### src/hw/rtl/wfp_pkg.sv
// Shared types, constants and datapath commands for the wheel force block.
// Used by wfp_ctrl, wfp_dp and wheel_force_from_position.
package wfp_pkg;

  localparam int SPEED_FRAC_BITS = 8;

  localparam int POS_X_W   = 13;
  localparam int POS_Y_W   = 12;
  localparam int POS_INT_W = 13;
  localparam int ROOT_W    = POS_INT_W + SPEED_FRAC_BITS;
  localparam int RAD_W     = 2 * ROOT_W;
  localparam int REM_W     = ROOT_W + 2;
  localparam int SUMSQ_W   = 2 * POS_INT_W;
  localparam int ROOT_CNT_W = $clog2(ROOT_W);

  localparam int MUL_W  = 18;
  localparam int PROD_W = 2 * MUL_W;

  localparam int SCALE_W    = 17;
  localparam int SCALE_FRAC = 16;
  localparam int SCALE_ONE  = 1 << SCALE_FRAC;
  localparam int SPEED_SAT  = 24 << SPEED_FRAC_BITS;
  localparam int SCALE_SHL  = (SPEED_FRAC_BITS <= 13) ? 13 - SPEED_FRAC_BITS : 0;
  localparam int SCALE_SHR  = (SPEED_FRAC_BITS > 13) ? SPEED_FRAC_BITS - 13 : 0;
  localparam int DIV3_MUL   = 174763;
  localparam int DIV3_SHIFT = 19;

  localparam int STRENGTH_W     = 7;
  localparam int STRENGTH_RESET = 40;
  localparam int STRENGTH_MAX   = 100;
  localparam int COEF_W         = 13;
  localparam int STEER_GAIN     = 55;
  localparam int RUMBLE_ROUGH   = 38;
  localparam int RUMBLE_SMOOTH  = 10;
  localparam int FREQ_BASE      = 18000;
  localparam int FREQ_SPAN      = 24000;

  localparam int RACE_MODE_RACING = 2;
  localparam int RACE_PHASE_MIN   = 3;
  localparam int PAD_RIGHT_BIT    = 6;
  localparam int PAD_LEFT_BIT     = 7;

  localparam int STEER_W  = 14;
  localparam int RUMBLE_W = 12;
  localparam int FREQ_W   = 16;

  typedef struct packed {
    logic        snapshot_ok;
    logic [7:0]  race_mode;
    logic [7:0]  race_phase;
    logic [15:0] pos_x;
    logic [15:0] pos_y;
    logic [7:0]  hit_flag_a;
    logic [7:0]  hit_flag_b;
    logic [7:0]  hit_flag_c;
    logic [7:0]  hit_flag_d;
    logic [7:0]  surface_code;
    logic [15:0] pad_buttons;
  } wfp_in_t;

  typedef struct packed {
    logic signed [STEER_W-1:0] steer_force;
    logic [RUMBLE_W-1:0]       rumble_magnitude;
    logic [FREQ_W-1:0]         rumble_freq_mhz;
    logic                      hit_pulse;
    logic                      is_racing;
  } wfp_out_t;

  typedef enum logic [3:0] {
    OP_NONE,
    OP_LOAD,
    OP_DELTA,
    OP_SQ_X,
    OP_SQ_Y,
    OP_ROOT_INIT,
    OP_ROOT_STEP,
    OP_SMOOTH,
    OP_SCALE_MUL,
    OP_SCALE,
    OP_MUL_STEER,
    OP_MUL_RUMBLE,
    OP_MUL_FREQ,
    OP_EMIT
  } wfp_op_e;

  typedef struct packed {
    wfp_op_e op;
  } wfp_cmd_t;

  typedef struct packed {
    logic out_free;
  } wfp_stat_t;

endpackage

### src/hw/rtl/wfp_ctrl.sv
// Sequencer for the wheel force block: steps the datapath through one item.
// Depends on wfp_pkg for the command and status types.
module wfp_ctrl
  import wfp_pkg::*;
(
  input  logic      clk_i,
  input  logic      rst_ni,
  input  logic      in_valid_i,
  output logic      in_ready_o,
  input  wfp_stat_t stat_i,
  output wfp_cmd_t  cmd_o
);

  typedef enum logic [3:0] {
    S_IDLE,
    S_DELTA,
    S_SQ_X,
    S_SQ_Y,
    S_ROOT_INIT,
    S_ROOT,
    S_SMOOTH,
    S_SCALE_MUL,
    S_SCALE,
    S_MUL_STEER,
    S_MUL_RUMBLE,
    S_MUL_FREQ,
    S_EMIT
  } state_e;

  state_e                state_q, state_d;
  logic [ROOT_CNT_W-1:0] cnt_q, cnt_d;

  assign in_ready_o = (state_q == S_IDLE);

  always_comb begin
    state_d    = state_q;
    cnt_d      = cnt_q;
    cmd_o.op   = OP_NONE;
    case (state_q)
      S_IDLE: begin
        if (in_valid_i) begin
          cmd_o.op = OP_LOAD;
          state_d  = S_DELTA;
        end
      end
      S_DELTA: begin
        cmd_o.op = OP_DELTA;
        state_d  = S_SQ_X;
      end
      S_SQ_X: begin
        cmd_o.op = OP_SQ_X;
        state_d  = S_SQ_Y;
      end
      S_SQ_Y: begin
        cmd_o.op = OP_SQ_Y;
        state_d  = S_ROOT_INIT;
      end
      S_ROOT_INIT: begin
        cmd_o.op = OP_ROOT_INIT;
        cnt_d    = '0;
        state_d  = S_ROOT;
      end
      S_ROOT: begin
        cmd_o.op = OP_ROOT_STEP;
        if (cnt_q == ROOT_CNT_W'(ROOT_W - 1)) begin
          cnt_d   = '0;
          state_d = S_SMOOTH;
        end else begin
          cnt_d = cnt_q + 1'b1;
        end
      end
      S_SMOOTH: begin
        cmd_o.op = OP_SMOOTH;
        state_d  = S_SCALE_MUL;
      end
      S_SCALE_MUL: begin
        cmd_o.op = OP_SCALE_MUL;
        state_d  = S_SCALE;
      end
      S_SCALE: begin
        cmd_o.op = OP_SCALE;
        state_d  = S_MUL_STEER;
      end
      S_MUL_STEER: begin
        cmd_o.op = OP_MUL_STEER;
        state_d  = S_MUL_RUMBLE;
      end
      S_MUL_RUMBLE: begin
        cmd_o.op = OP_MUL_RUMBLE;
        state_d  = S_MUL_FREQ;
      end
      S_MUL_FREQ: begin
        cmd_o.op = OP_MUL_FREQ;
        state_d  = S_EMIT;
      end
      S_EMIT: begin
        if (stat_i.out_free) begin
          cmd_o.op = OP_EMIT;
          state_d  = S_IDLE;
        end
      end
      default: begin
        state_d = S_IDLE;
      end
    endcase
  end

  always_ff @(posedge clk_i or negedge rst_ni) begin
    if (!rst_ni) begin
      state_q <= S_IDLE;
      cnt_q   <= '0;
    end else begin
      state_q <= state_d;
      cnt_q   <= cnt_d;
    end
  end

endmodule

### src/hw/rtl/wfp_dp.sv
// Datapath for the wheel force block: deltas, shared multiplier, bit-serial
// square root, speed smoothing, scale and output register. Depends on wfp_pkg.
module wfp_dp
  import wfp_pkg::*;
(
  input  logic                  clk_i,
  input  logic                  rst_ni,
  input  wfp_cmd_t              cmd_i,
  output wfp_stat_t             stat_o,
  input  wfp_in_t               in_data_i,
  input  logic                  cfg_we_i,
  input  logic [STRENGTH_W-1:0] cfg_wdata_i,
  output logic                  out_valid_o,
  input  logic                  out_ready_i,
  output wfp_out_t              out_data_o
);

  // Architectural state
  logic [STRENGTH_W-1:0] strength_q;
  logic [POS_X_W-1:0]    last_x_q;
  logic [POS_Y_W-1:0]    last_y_q;
  logic                  known_q;
  logic                  hit_q;
  logic [ROOT_W-1:0]     speed_q;
  logic                  out_valid_q;

  // Working registers
  wfp_in_t               item_q;
  logic [POS_X_W-1:0]    dx_mag_q;
  logic [POS_Y_W-1:0]    dy_mag_q;
  logic [COEF_W-1:0]     coef_steer_q;
  logic [COEF_W-1:0]     coef_rumble_q;
  logic [PROD_W-1:0]     prod_q;
  logic [SUMSQ_W-1:0]    sq_x_q;
  logic [RAD_W-1:0]      rad_q;
  logic [REM_W-1:0]      rem_q;
  logic [ROOT_W-1:0]     root_q;
  logic                  pulse_q;
  logic [SCALE_W-1:0]    scale_q;
  logic [STEER_W-1:0]    steer_mag_q;
  logic [RUMBLE_W-1:0]   rumble_q;
  wfp_out_t              out_q;

  logic                  racing;
  logic                  collision;
  logic [POS_X_W-1:0]    x_cur, dx_u, dx_mag;
  logic [POS_Y_W-1:0]    y_cur, dy_u, dy_mag;
  logic [STRENGTH_W-1:0] strength;
  logic [COEF_W-1:0]     rough_gain;
  logic [MUL_W-1:0]      mul_a, mul_b;
  logic [PROD_W-1:0]     mul_p;
  logic [PROD_W-1:0]     scale_wide;
  logic [REM_W-1:0]      rem_next, trial;
  logic [ROOT_W-1:0]     up_step;
  logic [ROOT_W:0]       dn_step;
  logic [ROOT_W-1:0]     smooth_val;
  logic [FREQ_W-1:0]     freq;
  logic signed [STEER_W-1:0] steer;
  wfp_out_t              out_d;

  assign racing = (item_q.race_mode == 8'(RACE_MODE_RACING)) &&
                  (item_q.race_phase >= 8'(RACE_PHASE_MIN));
  assign collision = racing && ((item_q.hit_flag_a != '0) || (item_q.hit_flag_b != '0) ||
                                (item_q.hit_flag_c != '0) || (item_q.hit_flag_d != '0));

  assign x_cur  = item_q.pos_x[POS_X_W-1:0];
  assign y_cur  = item_q.pos_y[POS_Y_W-1:0];
  assign dx_u   = x_cur - last_x_q;
  assign dy_u   = y_cur - last_y_q;
  assign dx_mag = (dx_u <= POS_X_W'(1 << (POS_X_W - 1))) ? dx_u : POS_X_W'(0) - dx_u;
  assign dy_mag = (dy_u <= POS_Y_W'(1 << (POS_Y_W - 1))) ? dy_u : POS_Y_W'(0) - dy_u;

  assign strength   = (strength_q > STRENGTH_W'(STRENGTH_MAX)) ?
                      STRENGTH_W'(STRENGTH_MAX) : strength_q;
  assign rough_gain = (item_q.surface_code != '0) ?
                      COEF_W'(RUMBLE_ROUGH) : COEF_W'(RUMBLE_SMOOTH);

  assign scale_wide = (PROD_W'(speed_q) << SCALE_SHL) >> SCALE_SHR;

  always_comb begin
    mul_a = '0;
    mul_b = '0;
    case (cmd_i.op)
      OP_SQ_X: begin
        mul_a = MUL_W'(dx_mag_q);
        mul_b = MUL_W'(dx_mag_q);
      end
      OP_SQ_Y: begin
        mul_a = MUL_W'(dy_mag_q);
        mul_b = MUL_W'(dy_mag_q);
      end
      OP_SCALE_MUL: begin
        mul_a = scale_wide[MUL_W-1:0];
        mul_b = MUL_W'(DIV3_MUL);
      end
      OP_MUL_STEER: begin
        mul_a = MUL_W'(coef_steer_q);
        mul_b = MUL_W'(scale_q);
      end
      OP_MUL_RUMBLE: begin
        mul_a = MUL_W'(coef_rumble_q);
        mul_b = MUL_W'(scale_q);
      end
      OP_MUL_FREQ: begin
        mul_a = MUL_W'(FREQ_SPAN);
        mul_b = MUL_W'(scale_q);
      end
      default: begin
        mul_a = '0;
        mul_b = '0;
      end
    endcase
  end

  assign mul_p = PROD_W'(mul_a) * PROD_W'(mul_b);

  assign rem_next = {rem_q[REM_W-3:0], rad_q[RAD_W-1 -: 2]};
  assign trial    = {root_q, 2'b01};

  assign up_step    = (root_q - speed_q) >> 2;
  assign dn_step    = ({1'b0, speed_q} - {1'b0, root_q} + (ROOT_W + 1)'(3)) >> 2;
  assign smooth_val = (root_q >= speed_q) ? speed_q + up_step : speed_q - dn_step[ROOT_W-1:0];

  assign freq = FREQ_W'(FREQ_BASE) + prod_q[SCALE_FRAC +: FREQ_W];

  always_comb begin
    if (item_q.pad_buttons[PAD_RIGHT_BIT]) begin
      steer = steer_mag_q;
    end else if (item_q.pad_buttons[PAD_LEFT_BIT]) begin
      steer = STEER_W'(0) - steer_mag_q;
    end else begin
      steer = '0;
    end
  end

  always_comb begin
    out_d = '0;
    if (item_q.snapshot_ok && racing) begin
      out_d.steer_force      = steer;
      out_d.rumble_magnitude = rumble_q;
      out_d.rumble_freq_mhz  = freq;
      out_d.hit_pulse        = pulse_q;
      out_d.is_racing        = 1'b1;
    end
  end

  always_ff @(posedge clk_i or negedge rst_ni) begin
    if (!rst_ni) begin
      strength_q  <= STRENGTH_W'(STRENGTH_RESET);
      last_x_q    <= '0;
      last_y_q    <= '0;
      known_q     <= 1'b0;
      hit_q       <= 1'b0;
      speed_q     <= '0;
      out_valid_q <= 1'b0;
    end else begin
      if (cfg_we_i) begin
        strength_q <= cfg_wdata_i;
      end
      if (cmd_i.op == OP_SMOOTH && item_q.snapshot_ok) begin
        speed_q  <= (racing && known_q) ? smooth_val : '0;
        last_x_q <= x_cur;
        last_y_q <= y_cur;
        known_q  <= racing;
        hit_q    <= collision;
      end
      if (cmd_i.op == OP_EMIT) begin
        out_valid_q <= 1'b1;
      end else if (out_ready_i) begin
        out_valid_q <= 1'b0;
      end
    end
  end

  always_ff @(posedge clk_i) begin
    case (cmd_i.op)
      OP_LOAD: begin
        item_q <= in_data_i;
      end
      OP_DELTA: begin
        dx_mag_q      <= dx_mag;
        dy_mag_q      <= dy_mag;
        coef_steer_q  <= COEF_W'(strength) * COEF_W'(STEER_GAIN);
        coef_rumble_q <= COEF_W'(strength) * rough_gain;
      end
      OP_SQ_X: begin
        prod_q <= mul_p;
      end
      OP_SQ_Y: begin
        sq_x_q <= prod_q[SUMSQ_W-1:0];
        prod_q <= mul_p;
      end
      OP_ROOT_INIT: begin
        rad_q  <= {sq_x_q + prod_q[SUMSQ_W-1:0], {(2 * SPEED_FRAC_BITS){1'b0}}};
        rem_q  <= '0;
        root_q <= '0;
      end
      OP_ROOT_STEP: begin
        rad_q <= rad_q << 2;
        if (rem_next >= trial) begin
          rem_q  <= rem_next - trial;
          root_q <= {root_q[ROOT_W-2:0], 1'b1};
        end else begin
          rem_q  <= rem_next;
          root_q <= {root_q[ROOT_W-2:0], 1'b0};
        end
      end
      OP_SMOOTH: begin
        pulse_q <= collision && !hit_q;
      end
      OP_SCALE_MUL: begin
        prod_q <= mul_p;
      end
      OP_SCALE: begin
        if (speed_q >= ROOT_W'(SPEED_SAT)) begin
          scale_q <= SCALE_W'(SCALE_ONE);
        end else begin
          scale_q <= prod_q[DIV3_SHIFT +: SCALE_W];
        end
      end
      OP_MUL_STEER: begin
        prod_q <= mul_p;
      end
      OP_MUL_RUMBLE: begin
        steer_mag_q <= prod_q[SCALE_FRAC +: STEER_W];
        prod_q      <= mul_p;
      end
      OP_MUL_FREQ: begin
        rumble_q <= prod_q[SCALE_FRAC +: RUMBLE_W];
        prod_q   <= mul_p;
      end
      OP_EMIT: begin
        out_q <= out_d;
      end
      default: begin
        out_q <= out_q;
      end
    endcase
  end

  assign stat_o.out_free = !out_valid_q || out_ready_i;
  assign out_valid_o     = out_valid_q;
  assign out_data_o      = out_q;

endmodule

### src/hw/rtl/wheel_force_from_position.sv
// Top level of the wheel force block: joins the sequencer and the datapath.
// Depends on wfp_pkg, wfp_ctrl and wfp_dp.
//
// Usage:
//   One input item per video frame arrives on the in channel (valid/ready),
//   carrying the race snapshot. One result item per input leaves on the out
//   channel (valid/ready). The strength register is written through
//   cfg_we_i/cfg_wdata_i; the user must write it only while no item is in
//   flight, as the block itself does not enforce this. Each result is built
//   by the 21 one-bit-per-cycle square root steps and the shared 18x18
//   multiplier used six times. A new item is not taken until the last one has
//   been emitted; in_ready_o is high only while the sequencer is idle.
//   The result sits in an output register; a stalled receiver holds it, and
//   the next item is still accepted and worked on, waiting at its last step
//   until the register frees.
//   Reset clears speed, positions and collision history, drops any pending
//   result and sets strength to 40 percent.
module wheel_force_from_position
  import wfp_pkg::*;
(
  input  logic                  clk_i,
  input  logic                  rst_ni,
  input  logic                  in_valid_i,
  output logic                  in_ready_o,
  input  wfp_in_t               in_data_i,
  output logic                  out_valid_o,
  input  logic                  out_ready_i,
  output wfp_out_t              out_data_o,
  input  logic                  cfg_we_i,
  input  logic [STRENGTH_W-1:0] cfg_wdata_i
);

  wfp_cmd_t  cmd;
  wfp_stat_t stat;

  wfp_ctrl u_ctrl (
    .clk_i      (clk_i),
    .rst_ni     (rst_ni),
    .in_valid_i (in_valid_i),
    .in_ready_o (in_ready_o),
    .stat_i     (stat),
    .cmd_o      (cmd)
  );

  wfp_dp u_dp (
    .clk_i       (clk_i),
    .rst_ni      (rst_ni),
    .cmd_i       (cmd),
    .stat_o      (stat),
    .in_data_i   (in_data_i),
    .cfg_we_i    (cfg_we_i),
    .cfg_wdata_i (cfg_wdata_i),
    .out_valid_o (out_valid_o),
    .out_ready_i (out_ready_i),
    .out_data_o  (out_data_o)
  );

endmodule

### config.mk
export PLATFORM = sky130hd
export DESIGN_NAME = wheel_force_from_position
export DESIGN_NICKNAME = d
export VERILOG_FILES = /design/src/hw/rtl/wfp_pkg.sv /design/src/hw/rtl/wfp_ctrl.sv /design/src/hw/rtl/wfp_dp.sv /design/src/hw/rtl/wheel_force_from_position.sv
export SDC_FILE = /design/constraint.sdc
export NUM_CORES = 2
export LEC_CHECK = 0
export ABC_CLOCK_PERIOD_IN_PS = 11200
export CORE_UTILIZATION = 40
export CTS_CLUSTER_DIAMETER = 60
export DETAILED_ROUTE_END_ITERATION = 6
export DONT_BUFFER_PORTS = 1
export PLACE_DENSITY = 0.62
export SETUP_SLACK_MARGIN = 0.1
export SLEW_MARGIN = 10
export SYNTH_ARGS = -nofsm -noshare
export SYNTH_HDL_FRONTEND = slang
export SYNTH_SLANG_ARGS = --single-unit
### constraint.sdc
create_clock -name clk_i -period 11.2 [get_ports clk_i]
set_clock_uncertainty 0.05 [all_clocks]
set_input_delay 2.24 -clock clk_i [delete_from_list [all_inputs] [get_ports clk_i]]
set_output_delay 2.24 -clock clk_i [all_outputs]
set_load 0.005 [all_outputs]
==> out/results.tsv <==
metric	value	unit
status	finished, final reports clean	
max_slew headroom	20.5	%
drt wl/cell	18.0	µm
clock slew seen by the registers of the worst setup and hold paths	0.07	ns
Post-CTS Setup Bufs	0	
Synth async-reset ratio	15.6	%
die area	87400	µm²
first-pass iteration count of the detailed router	5	
core footprint	85300	µm²
Synth area leaders	edfxtp_1 31%, fa_1 16%, ha_1 12%	
pin count of the biggest net entering global routing	73	
Final Hold Slack	0.403	ns
Fill cells	8085	
Hold-fix buffers, CTS	0	
mux contribution to synthesized area	0.743	%
cell area after synthesis	34500	µm²
Tmin final	9.15	ns
I/O pin cnt	163	
CTS tree	done	
first-pass GRT wire length	134	mm
Die Y	296	µm
Remaining DRCs	0	
fin area	37600	µm²
Max-Cap Viols	0	
Worst Path Class, Setup	reg -> reg	
CP max stage delay	0.86	ns
CP Max Fanout	13	
Stages on worst setup path	26	
Critical Path Start Type	register	
crit path DAT	9.43	ns
launch point of the worst path	u_ctrl.state_q[0]$_DFFE_PN0P_	
Adder-Cell Fraction of Synth Area	28.1	%
port buffer count	0	
Final Cycle Share	81.7	%
routability cong.	0.926	
Achievable Freq	109	MHz
Worst R2R Setup Slack	2.05	ns
WP data required	11.48	ns
register area share after synthesis	35.3	%
share of the synthesized area in the top cell type	30.5	%
area leader, netlist	edfxtp_1	
Commonest cells post-synth	513 x inv_1, 351 x edfxtp_1, 325 x nand2_1, 322 x ha_1, 320 x nor2_1	
H-tree depth	2	
1st-iter DRT viols	1555	
post-synthesis simple-gate area fraction	13.4	%
Final setup viols	0	
worst hold path class	reg -> reg	
Clock Latency Late Sink	0.60	ns
Min-Delay Path Depth	0	
Post-CTS Resized	0	
Synth Area per Inst	10.0	µm²
Crit-path slowest cell	o31ai_1	
routed vias	24200	
CP most frequent cell	fa_1	
total CTS buffers	48	
Cell Pwr Density	270	nW/µm²
final slew viol count	0	
Yosys cell types	79	
final hold viol count	0	
Hold Crit Endpoint	u_dp.sq_x_q[13]$_DFFE_PN_	
largest family of logic cells by synthesized area	adder cells	
RSZ-0062 raised after global routing	false	
antenna violations before repair	5	
initial core utilization	40.5	%
Crit. End Element	register	
cell with the most instances after synthesis	inv_1	
total grt overflow	0	
Static Leak	0.0164	µW
maximum VDD drop	181	µV
delay-heaviest family, CP	adder cells	
Cells after Synth	3438	
setup TNS	0	ns
Die Span X	296	µm
Area after DPL	36000	µm²
P&R area growth vs syn	8.92	%
DPL Wire Length	65.7	mm
Buf/Inv on CP	5	
# placed instances	4558	
xor/xnor share of the synthesized area	4.89	%
Root Driver	clkbuf_16	
share of layout cells above drive strength 1	4.51	%
post-route insts no fill	4649	
compound-cell area share of the yosys netlist	11.0	%
Post-synth EDFFs	351	
clock buffer depth	3	
number of nets in the layout	4186	
pin slew with the least headroom to its limit	1.19	ns
number of synthesized register bits	416	
ANT nets after route	0	
CTS Sinks	416	
worst reg2reg startpoint	u_ctrl.state_q[0]$_DFFE_PN0P_	
Most used DFF post-synth	edfxtp_1	
GRT Overall Usage	19.7	%
row count	107	
vias per cell	5.21	
synth warn	0	
Worst Hold Launch	u_dp.prod_q[13]$_DFFE_PP_	
number of global-route vias before repair	24100	
final WL	83.8	mm
FF-to-FF path depth	26	
r2r endpoint	u_dp.prod_q[34]$_DFFE_PP_	
kinds of logic after synthesis:
logic type               Yosys count
AND/OR/NAND/NOR                  999
buffers and inverters            606
adder cells (fa/ha/maj)          605
AO/OA/AOI/OAI                    595
flip-flops                       416
XOR/XNOR                         191
multiplexers                      24
other                              2
cells in the final DEF, fill, tap and decap left out, types with 33 or more instances in the layout:
cell type	count
and3_1	41
nor3_1	49
clkbuf_16	48
nor2_1	316
a21o_1	61
a21oi_1	176
fa_1	283
nand2_1	325
ha_1	322
xnor2_1	115
and2_1	36
xor2_1	75
nand3_1	33
inv_1	512
conb_1	39
dfrtp_1	63
nand2b_1	38
edfxtp_1	351
o21ai_0	124
sequential cells by signal, summed over array words and instances, names as in the netlist, 4 cells and up:
name and count:
u_dp.speed_q 21, u_ctrl.state_q 4, u_dp.strength_q 7, u_ctrl.cnt_q 5
u_dp.rumble_q 12, u_dp.dy_mag_q 12, u_dp.rem_q 21, u_dp.last_y_q 12
u_dp.rad_q 26, u_dp.out_data_o 44, u_dp.root_q 21, u_dp.prod_q 36
u_dp.steer_mag_q 14, u_dp.coef_steer_q 12, u_dp.item_q 84, u_dp.last_x_q 13
u_dp.coef_rumble_q 12, u_dp.dx_mag_q 13, u_dp.scale_q 17, u_dp.sq_x_q 26
stage by stage:
stage	util, %	total power [µW]	setup slack [ns]
global placement	42.2	8530	2.23
floorplan	-	7120	2.97
CTS	44.1	10200	2.09
finish	44.1	10100	2.05
detailed placement	42.2	8600	2.13
global route	44.1	11100	1.63
layout make-up:
cell class	count	area (µm²)	share of cell area (%)
diodes	1	2.50	0.00666
clock buffers	61	1270	3.38
clock inverters	29	294	0.782
inverters	514	1930	5.13
multi-input cells	2453	20300	53.9
flip-flops and latches	416	12200	32.4
well taps	1144	1430	3.81
repair buffers	31	233	0.619
worst max path at each step:
| stage | end |
|---|---|
| global route | u_dp.prod_q[35]$_DFFE_PP_ |
| global placement | u_dp.prod_q[35]$_DFFE_PP_ |
| floorplan | u_dp.prod_q[35]$_DFFE_PP_ |
| detailed placement | u_dp.prod_q[35]$_DFFE_PP_ |
| finish | u_dp.prod_q[34]$_DFFE_PP_ |
| CTS | u_dp.prod_q[35]$_DFFE_PP_ |
where the power goes:
group / internal, µW / switching [µW] / total [µW]
Sequential: 2460 / 287 / 2750
Combinational: 2250 / 3590 / 5840
Clock: 887 / 670 / 1560
Total: 5600 / 4550 / 10100
metal layers:
metal / GRT usage (%) / vias to the layer above / share of wire (%)
li1: - / 11700 / -
met1: 27.8 / 11800 / 47
met2: 31.5 / 589 / 45
met4: 4.71 / 2 / 2.2
met3: 3.16 / 125 / 5.7
met5: 0 / - / 0.013
No activity file was read; power rests on OpenSTA's default activity.
